--- src/rtl/iri_pkg.sv ---
// Package for the image resize interpolator: widths, codes, FSM states and
// the divider request/response structs. Depends on nothing.
package iri_pkg;

    localparam int PIXEL_BITS = 16;
    localparam int FRAC       = 16;
    localparam int ONE_Q      = 1 << FRAC;
    localparam int IN_DIM_W   = 9;
    localparam int OUT_DIM_W  = 13;
    localparam int POS_W      = 12;
    localparam int NUM_W      = 38;
    localparam int DEN_W      = 14;
    localparam int WGT_W      = 19;
    localparam int T_W        = 18;
    localparam int SQ_W       = 2 * T_W;
    localparam int CUBE_W     = SQ_W + T_W;
    localparam int POLY_W     = 56;
    localparam int COORD_W    = IN_DIM_W + FRAC;
    localparam int WPROD_W    = 2 * WGT_W;
    localparam int TPROD_W    = WPROD_W + PIXEL_BITS;
    localparam int ACC_W      = 56;
    localparam int APB_ADDR_W = 5;

    localparam logic REQ_LOAD  = 1'b0;
    localparam logic REQ_QUERY = 1'b1;

    typedef logic [1:0] mode_t;
    localparam mode_t MODE_NEAREST  = 2'd0;
    localparam mode_t MODE_BILINEAR = 2'd1;
    localparam mode_t MODE_BICUBIC  = 2'd2;

    typedef logic [2:0] reg_idx_t;
    localparam reg_idx_t REG_IN_HEIGHT  = 3'd0;
    localparam reg_idx_t REG_IN_WIDTH   = 3'd1;
    localparam reg_idx_t REG_OUT_HEIGHT = 3'd2;
    localparam reg_idx_t REG_OUT_WIDTH  = 3'd3;
    localparam reg_idx_t REG_MODE       = 3'd4;
    localparam reg_idx_t REG_ALIGN      = 3'd5;

    typedef enum logic [2:0] {
        S_IDLE,
        S_DIV,
        S_COORD,
        S_WGT,
        S_TAPS,
        S_DRAIN,
        S_FIN
    } state_t;

    typedef struct packed {
        logic             start;
        logic [NUM_W-1:0] num;
        logic [DEN_W-1:0] den;
    } div_req_t;

    typedef struct packed {
        logic             done;
        logic [NUM_W-1:0] quot;
    } div_rsp_t;

endpackage

--- src/rtl/iri_div.sv ---
// Radix-2 restoring divider, one quotient bit per cycle.
// Depends on iri_pkg.
module iri_div import iri_pkg::*; (
    input  logic     clk,
    input  logic     rst_n,
    input  div_req_t req,
    output div_rsp_t rsp
);
    localparam int CNT_W = $clog2(NUM_W + 1);

    logic [DEN_W-1:0] rem_reg;
    logic [NUM_W-1:0] quo_reg;
    logic [DEN_W-1:0] den_reg;
    logic [CNT_W-1:0] cnt_reg;
    logic             busy_reg;
    logic             done_reg;
    logic [DEN_W:0]   trial;
    logic             fits;
    logic [DEN_W:0]   diff;

    always_comb
    begin
        trial = {rem_reg, quo_reg[NUM_W-1]};
        fits  = trial >= {1'b0, den_reg};
        diff  = trial - {1'b0, den_reg};
    end

    always_ff @(posedge clk or negedge rst_n)
    begin
        if (!rst_n)
        begin
            busy_reg <= 1'b0;
            done_reg <= 1'b0;
            cnt_reg  <= '0;
        end
        else
        begin
            done_reg <= 1'b0;
            if (req.start)
            begin
                busy_reg <= 1'b1;
                cnt_reg  <= CNT_W'(NUM_W);
            end
            else if (busy_reg)
            begin
                cnt_reg <= cnt_reg - 1'b1;
                if (cnt_reg == CNT_W'(1))
                begin
                    busy_reg <= 1'b0;
                    done_reg <= 1'b1;
                end
            end
        end
    end

    always_ff @(posedge clk)
    begin
        if (req.start)
        begin
            rem_reg <= '0;
            quo_reg <= req.num;
            den_reg <= req.den;
        end
        else if (busy_reg)
        begin
            rem_reg <= fits ? diff[DEN_W-1:0] : trial[DEN_W-1:0];
            quo_reg <= {quo_reg[NUM_W-2:0], fits};
        end
    end

    assign rsp.done = done_reg;
    assign rsp.quot = quo_reg;
endmodule

--- config.mk ---
export PLATFORM = sky130hd
export DESIGN_NAME = iri_div
export DESIGN_NICKNAME = d
export VERILOG_FILES = /design/src/rtl/iri_pkg.sv /design/src/rtl/iri_div.sv
export SDC_FILE = /design/constraint.sdc
export NUM_CORES = 1
export LEC_CHECK = 0
export BUFFER_PORTS_ARGS = -buffer_cell sky130_fd_sc_hd__buf_2
export CAP_MARGIN = 20
export CORE_ASPECT_RATIO = 0.7
export CORE_MARGIN = 2
export CORE_UTILIZATION = 48
export DETAILED_ROUTE_END_ITERATION = 8
export PLACE_DENSITY_LB_ADDON = 0.05
export SLEW_MARGIN = 25
export SYNTH_ARGS = -nofsm -noshare
export SYNTH_HDL_FRONTEND = slang
export SYNTH_SLANG_ARGS = --single-unit
--- constraint.sdc ---
create_clock -name clk -period 2 [get_ports clk]
set_input_delay 0 -clock clk [delete_from_list [all_inputs] [get_ports clk]]
set_output_delay 0 -clock clk [all_outputs]
set_load 0.005 [all_outputs]
======== Word-level counts from Yosys, hierarchy flattened ========
Cells that the tools add are included.
storage, ports and cells
  output and inout port bits .............. 39
  input bits .............................. 55
  bits in writable memories ............... 0
  bits in registers ....................... 74
  bits in read-only memories .............. 0
  memories ................................ 0
  latch bits .............................. 0
cells by class
  multipliers ............................. 0
  order comparisons ....................... 1
  shift operators ......................... 0
  muxes and demuxes ....................... 11
  reductions and logical operators ........ 1
  add/sub/neg operators ................... 2
  bitwise operators ....................... 0
  eq/ne operators ......................... 1
  div/mod/pow operators ................... 0
operators by type and width
  operator                                           number
  two-way mux 38 bit                                 2
  greater-or-equal comparator 15 x 14 -> 1 bit       1
  two-way mux 14 bit                                 1
  subtractor 14 bit                                  1
  two-way mux 6 bit                                  2
  == test 6 x 1 -> 1 bit (second input constant)     1
  two-way mux 1 bit                                  6
  subtractor 6 x 1 -> 6 bit (second input constant)  1
  nonzero test 2 bit                                 1

======== Depth between registers and ports, before layout ========
Gate-level depths: netlist (run 1).
  depth after elaboration ................. 4
  depth in mapped cells ................... 11
  mapped depth without buffers ............ 10

======== Worst setup path after synthesis (run 1) ========
Ideal clock, no wire load.
  kind .................................... register to register
  start point ............................. reg quo_reg[37]
  end point ............................... reg rem_reg[10]
  required time ........................... 1.865 ns
  stages on the path, launching flop included .. 11
  buffers on the path ..................... 0
  arrival time ............................ 2.114 ns
  setup slack ............................. -0.249 ns
  path through ............................ edfxtp_1 -> inv_1 -> ha_1 -> inv_1 -> fa_1 -> a211oi_1 -> o211a_1 -> a211oi_1 -> or3_1 -> nand3_1 -> o221ai_1
on the way
  word-level cells in the longest chain between the ends .. 2
RTL lines
  what                                                                                      line                          RTL
  from (decl)                                                                               iri_div.sv:12                 logic [NUM_W-1:0] quo_reg;
  from (signal assigned)                                                                    iri_div.sv:61                 quo_reg <= req.num;
  from (signal assigned)                                                                    iri_div.sv:67                 quo_reg <= {quo_reg[NUM_W-2:0], fits};
  subtractor 14 bit / greater-or-equal comparator 15 x 14 -> 1 bit (equally long branches)  iri_div.sv:25, iri_div.sv:24
  two-way mux 14 bit *                                                                      iri_div.sv:66                 rem_reg <= fits ? diff[DEN_W-1:0] : trial[DEN_W-1:0];
  to (signal assigned)                                                                      iri_div.sv:66
  to (decl)                                                                                 iri_div.sv:11                 logic [DEN_W-1:0] rem_reg;
Every way passes the cells marked *; elsewhere a longest branch is shown, timed or not.
A chain may end at the register's enable or synchronous reset.

======== Worst setup path after layout (run 1) ========
  start point ............................. reg quo_reg[37]
  end point ............................... reg rem_reg[7]
The elaborated chain is that of the path after synthesis.

==> flow_metrics.env, run 1 <==
export IMPL_skew_ps=6.77
export IMPL_setup_violations_final=15
export IMPL_power_internal_w=0.00303
export IMPL_min_period_ps=2280
export IMPL_cp_top_family="buffers and inverters"
export IMPL_timing_setup_tns_ps=-3330
export IMPL_r2r_end="rem_reg[7]$_SDFFE_PP0P_"
export IMPL_hold_path_class="in -> reg"
export IMPL_syn_avg_cell_area_sq_um=12.0
export IMPL_cts_root_buf="clkbuf_16"
export IMPL_ios=94
export IMPL_dr_pass1_iters=4
export IMPL_crit_cells=11
export IMPL_synth_edff_count=52
export IMPL_max_cap_viol_count=0
export IMPL_ant_nets=0
export IMPL_p_sw_w=0.000974
export IMPL_status="finished, violations left"
export IMPL_vias=3224
export IMPL_drc=0
export IMPL_clk_pin_slew_ps=60
export IMPL_power_share_clock_pct=36.0
export IMPL_die_area_sq_um=8720
export IMPL_drive_above_1_share_pct=45.0
export IMPL_start_util_pct=49.1
export IMPL_worst_setup_path_type="reg -> reg"
export IMPL_async_flop_share_pct=10.8
export IMPL_synth_nets=392
export IMPL_viasPerCell=5.16
export IMPL_antenna_found_initial=0
export IMPL_synth_area_leader_cell="edfxtp_1"
export IMPL_fmaxAchievable_mhz=439
export IMPL_cp_required_ps=2200
export IMPL_violations="setup timing"
export IMPL_layout_setup_ws_ps=-277
export IMPL_gr_total_overflow=0
export IMPL_rsz0062_at_grt="true"
export IMPL_p_leak_nw=2.52
export IMPL_ir_worst_vdd_uv=695
export IMPL_path_max_fanout=6
export IMPL_wl_per_cell_um=15.3
export IMPL_slowest_stage="edfxtp_1"
export IMPL_end_kind="register"
export IMPL_htreeDepth=3
export IMPL_portBuffers=93
export IMPL_numCtsBuffers=9
export IMPL_core_area_sq_um=7800
export IMPL_std_cell_rows=27
export IMPL_worstSetupStartpoint="quo_reg[37]$_DFFE_PP_"
export IMPL_wl_mm=9.59
export IMPL_cp_endpoint="rem_reg[7]$_SDFFE_PP0P_"
export IMPL_gp_congestion=0.895
export IMPL_clockBufferDepth=2
export IMPL_synth_area_top_cells="edfxtp_1 41%, mux2_2 11%, dfxtp_1 7.3%"
export IMPL_seq_area_frac_synth_pct=53.3
export IMPL_grt_pass1_wl_mm=15.8
export IMPL_grt_usage_pct=23.1
export IMPL_ys_seq_elements=74
export IMPL_synthCells=319
export IMPL_arrival_ps=2480
export IMPL_hold_viol_final=0
export IMPL_min_period_over_period_pct=114
export IMPL_finalCoreUtilization_pct=74.3
export IMPL_largest_reg_flops=38
export IMPL_cts_tree="built"
export IMPL_cp_slowest_stage_delay_ps=370
export IMPL_r2r_worst_path_cells=11
export IMPL_grt_max_degree=39
export IMPL_clock_sinks=74
export IMPL_worst_slew_pin_slew_ps=578
export IMPL_crit_path_start_kind="register"
export IMPL_fin_nets=592
export IMPL_drv_slew=0
export IMPL_grt_pass1_vias=3264
export IMPL_yosysWarningCount=0
export IMPL_yosysUniqueCellTypes=53
export IMPL_r2r_slack_ps=-280
export IMPL_synth_top_area_share_pct=40.8
export IMPL_worst_path_buf_inv=4
export IMPL_die_height_um=78.7
export IMPL_switching_share_pct=24.3
export IMPL_worstPathCellList="inv_2 > buf_6 > ha_4 > nand3_2 > or3_4 > o2111a_1 > a22oi_2 > buf_4 > buf_8 > mux2i_2 > o21ai_1"
export IMPL_syn2layout_area_growth_pct=51.5
export IMPL_p_comb_share_pct=18.0
export IMPL_hpwl_mm=6.21
export IMPL_antenna_diode_count=0
export IMPL_synth_ff_type="edfxtp_1"
export IMPL_seq_power_share_pct=46.0
export IMPL_relSlewSlack_pct=60.9
export IMPL_clkLatencyLatePin_ps=340
export IMPL_power_density_nw_per_um2=690
export IMPL_r2r_start="quo_reg[37]$_DFFE_PP_"
export IMPL_drtIter0Drc=152
export IMPL_netlist_area_sq_um=3830
export IMPL_die_w_um=111
repair_timing:
| item | in CTS | in global routing |
|---|---|---|
| endpoints found under the setup margin | 15 | 15 |
| pin swaps | 17 | 9 |
| hold buffers | 52 | 0 |
| resized for setup | 23 | 14 |
| gates cloned | 1 | 0 |
| hold endpoints to repair | 59 | 0 |
| setup buffers | 7 | 3 |
placed cells by master, fill, tap and decap left out, drive strengths merged, types with 3 or more instances in the layout:
cell type	instances
a211oi	9
a21oi	11
buf	152
clkbuf	10
clkinv	5
dfrtp	8
dfxtp	14
dlygate4sd3	52
edfxtp	52
ha	17
inv	23
mux2	39
mux2i	9
nand2	30
nand2b	3
nand3	4
nand4	3
nor2	15
nor3	3
o211ai	3
o21ai	11
o221ai	4
or3	5
xnor2	8
xor2	4
cell families (layout without fill, tap and decap cells):
family                     after synthesis  after routing  synth area share [%]
muxes                                   48             48                  13.8
buffers and inverters                   38            243                  4.25
and+or+nand+nor                         72             72                  9.02
adders and majority gates               18             18                  6.08
DFF                                     74             74                  53.3
AOI/OAI and AO/OA                       57             57                  10.8
xor gates and xnor gates                12             12                  2.74
metal layers:
metal  global-route usage, %  wire length [um]  vias up
met3                    5.34               452       12
li1                        -                 -     1567
met5                       0                 0        -
met4                    7.75               121        0
met1                    31.1              4580     1554
met2                    37.2              4440       91
Yosys cell counts (2+ instances only):
library cell and instances:
mux2i_1 9, o21ai_1 6, o21a_1 2, nor3_1 3
a211oi_1 8, nand2_1 28, nand2_2 2, o21ai_0 5
clkbuf_1 11, mux2_2 38, dfrtp_1 8, nand3_1 4
or3_1 5, o211a_1 2, nand4_1 3, dfxtp_1 14
xor2_1 4, ha_1 17, a21o_1 2, nand2b_1 3
buf_6 2, o221ai_1 4, edfxtp_1 52, nor2b_1 2
o2111a_1 2, nor2_1 15, inv_1 23, xnor2_1 8
a21oi_1 10, o211ai_1 3, o31ai_1 2
area by class of cell:
class / count / area, sq um
flip-flops and latches: 74 / 2040
fillers: 573 / 2000
multi-input cells: 207 / 1810
repair buffers: 204 / 1470
clock buffers: 10 / 229
well taps: 101 / 126
inverters: 23 / 86.3
clock inverters: 6 / 35.0
power groups by stage:
stage	Combinational [W]	Sequential [W]	Clock, W
final	0.000721	0.00184	0.00144
after global routing	0.000788	0.00186	0.00152
after CTS	0.000684	0.00184	0.00148
after detailed placement	0.000561	0.00186	0
after global placement	0.000554	0.00186	0
after floorplan	0.000287	0.00187	0
worst reg2reg max path: stages, from the launching register on:
cell and delay, ps:
edfxtp_1 370, inv_2 60, buf_6 120, ha_4 250, nand3_2 60, or3_4 340
o2111a_1 160, a22oi_2 200, buf_4 170, buf_8 130, mux2i_2 210, o21ai_1 70
how the worst min path moves through the flow:
stage / startpoint / endpoint / slack (ps) / cells past startpoint
floorplan: rst_n / busy_reg$_DFF_PN0_ / -300 / 0
global placement: rst_n / done_reg$_DFF_PN0_ / -150 / 1
detailed placement: rst_n / done_reg$_DFF_PN0_ / -150 / 1
CTS: req[42] / quo_reg[28]$_DFFE_PP_ / 3 / 2
global route: req[42] / quo_reg[28]$_DFFE_PP_ / 7 / 2
finish: req[42] / quo_reg[28]$_DFFE_PP_ / 4 / 2
through the flow:
step           instances  setup slack (ps)  total power (W)  hold WS, ps  instance area [sq um]
2_1_floorplan        319              -170          0.00216         -296                   3840
3_3_place_gp         547              -272          0.00242         -147                   4750
3_5_place_dp         547              -310          0.00243         -145                   4750
4_1_cts              623              -269          0.00400         2.52                   5710
5_1_grt              625              -361          0.00417         6.87                   5800
6_report             625              -277          0.00400         3.65                   5800
(Power assumes the default switching activity.)
==> run 2: changes to the inputs <==
--- a/config.mk
+++ b/config.mk
@@ -12,6 +12,7 @@
 export CORE_UTILIZATION = 48
 export DETAILED_ROUTE_END_ITERATION = 8
 export PLACE_DENSITY_LB_ADDON = 0.05
+export SKIP_CTS_REPAIR_TIMING = 1
 export SLEW_MARGIN = 25
 export SYNTH_ARGS = -nofsm -noshare
 export SYNTH_HDL_FRONTEND = slang
==> run 2 against run 1 <==
Compared with the run above: the flow still finishes with violations (setup timing); global-route usage decreased by 2.7 points; routed wire length decreased by 2.5%; worst setup slack got worse by 67 ps; die area unchanged; maximum frequency decreased by 2.8%; worst hold slack improved by 2.4 ps; first-iteration DRC count decreased by 7.2%; clock skew increased by 1.2 ps; largest cell class unchanged; largest power group unchanged; highest routed layer unchanged.
==> flow_metrics.env, run 2 (synthesis gave the netlist of run 1 again) <==
export IMPL_std_cell_rows=27
export IMPL_slowest_stage="edfxtp_1"
export IMPL_max_cap_viol_count=0
export IMPL_dpl_worst_slack_ps=-310
export IMPL_htreeDepth=3
export IMPL_path_max_fanout=3
export IMPL_p_leak_nw=2.50
export IMPL_grt_pass1_vias=2864
export IMPL_gr_total_overflow=0
export IMPL_worst_setup_path_type="reg -> reg"
export IMPL_placed_area_sq_um=4750
export IMPL_top_usage_layer="met1"
export IMPL_ir_worst_vdd_uv=705
export IMPL_end_kind="register"
export IMPL_clk_pin_slew_ps=60
export IMPL_clkLatencyLatePin_ps=330
export IMPL_grt_use_met1_pct=29.7
export IMPL_wl_mm=9.35
export IMPL_drtIter0Drc=141
export IMPL_die_w_um=111
export IMPL_worst_slew_pin_slew_ps=578
export IMPL_drive_above_1_share_pct=44.6
export IMPL_hold_path_class="in -> reg"
export IMPL_vias=3153
export IMPL_antenna_found_initial=0
export IMPL_numCtsBuffers=9
export IMPL_dr_pass1_iters=4
export IMPL_skew_ps=7.97
export IMPL_viasPerCell=5.08
export IMPL_fmaxAchievable_mhz=427
export IMPL_worstPathCellList="inv_2 > ha_4 > inv_2 > fa_2 > a211oi_4 > o211a_1 > a211oi_2 > or3_1 > nand3_1 > o221ai_2"
export IMPL_cp_top_family="compound AO/OA/AOI/OAI gates"
export IMPL_layout_commonest_cell="buf_2"
export IMPL_setup_violations_final=15
export IMPL_cts_tree="built"
export IMPL_hold_slack_ps=6.09
export IMPL_hold_viol_final=0
export IMPL_gp_congestion=0.895
export IMPL_grt_use_met2_pct=28.6
export IMPL_cp_slowest_stage_delay_ps=410
export IMPL_cts_root_buf="clkbuf_16"
export IMPL_met3_usage_pct=5.57
export IMPL_hpwl_mm=6.21
export IMPL_wl_per_cell_um=15.1
export IMPL_violations="setup timing"
export IMPL_fin_nets=588
export IMPL_status="finished, violations left"
export IMPL_ios=94
export IMPL_clock_sinks=74
export IMPL_ant_nets=0
export IMPL_syn2layout_area_growth_pct=50.8
export IMPL_portBuffers=93
export IMPL_drc=0
export IMPL_largest_reg_flops=38
export IMPL_power_density_nw_per_um2=689
export IMPL_core_area_sq_um=7800
export IMPL_grt_max_degree=39
export IMPL_start_util_pct=49.1
export IMPL_grt_pass1_wl_mm=13.9
export IMPL_drv_slew=0
export IMPL_min_period_ps=2340
export IMPL_grt_usage_pct=20.4
export IMPL_min_period_over_period_pct=117
export IMPL_cp_required_ps=2210
export IMPL_rsz0062_at_grt="true"
export IMPL_die_area_sq_um=8720
export IMPL_final_cell_mix="93 x buf_2, 52 x edfxtp_1, 52 x dlygate4sd3_1"
export IMPL_layout_setup_ws_ps=-344
export IMPL_crit_path_start_kind="register"
export IMPL_cp_common_cell="inv_2"
export IMPL_die_height_um=78.7
export IMPL_final_area_sq_um=5780
export IMPL_antenna_diode_count=0
export IMPL_arrival_ps=2550
export IMPL_worst_path_buf_inv=2
export IMPL_relSlewSlack_pct=60.9
export IMPL_clockBufferDepth=2
run 2: final timing paths:
path                                         start                        to  slack, ps  cells past startpoint
setup reg to reg             quo_reg[37]$_DFFE_PP_  rem_reg[10]$_SDFFE_PP0P_       -340                     10
max in group asynchronous                    rst_n    cnt_reg[0]$_DFFE_PN0P_       1770                      2
hold / removal                             req[42]     quo_reg[28]$_DFFE_PP_          6                      2
min in group asynchronous                    rst_n        busy_reg$_DFF_PN0_         50                      2
setup / recovery             quo_reg[37]$_DFFE_PP_  rem_reg[10]$_SDFFE_PP0P_       -340                     10
hold reg to reg            rem_reg[7]$_SDFFE_PP0P_   rem_reg[7]$_SDFFE_PP0P_        470                      2
run 2: metrics by stage:
stage / TNS (ps) / total power [W] / util (%) / std cells
floorplan: -492 / 0.00216 / - / 319
global route: -4820 / 0.00416 / 74.0 / 621
detailed placement: -2920 / 0.00243 / 60.8 / 547
global placement: -2610 / 0.00242 / 60.8 / 547
finish: -3030 / 0.00398 / 74.0 / 621
CTS: -3260 / 0.00388 / 64.2 / 563
run 2: per-layer routing:
| layer | vias up | part of all wire [%] |
|---|---|---|
| met3 | 16 | 5.6 |
| li1 | 1563 | - |
| met1 | 1491 | 48 |
| met2 | 83 | 45 |
| met4 | 0 | 1.8 |
| met5 | - | 0 |
run 2: area by class of cell:
cell class	count	area [sq um]
sequential	74	2040
multi-input combinational	207	1820
clock inverter	6	35.0
inverter	23	86.3
clock buffer	10	229
tap	101	126
fill	586	2030
timing repair buffer	200	1440
run 2: power breakdown:
group          switching, W  internal, W
sequential        0.0000622      0.00178
combinational      0.000300     0.000410
clock              0.000602     0.000830
total              0.000964      0.00302
run 2: worst register-to-register path: stages (launching register included):
cell and delay, ps:
edfxtp_1 410, inv_2 110, ha_4 130, inv_2 40, fa_2 390, a211oi_4 290, o211a_1 220, a211oi_2 90
or3_1 360, nand3_1 90, o221ai_2 90
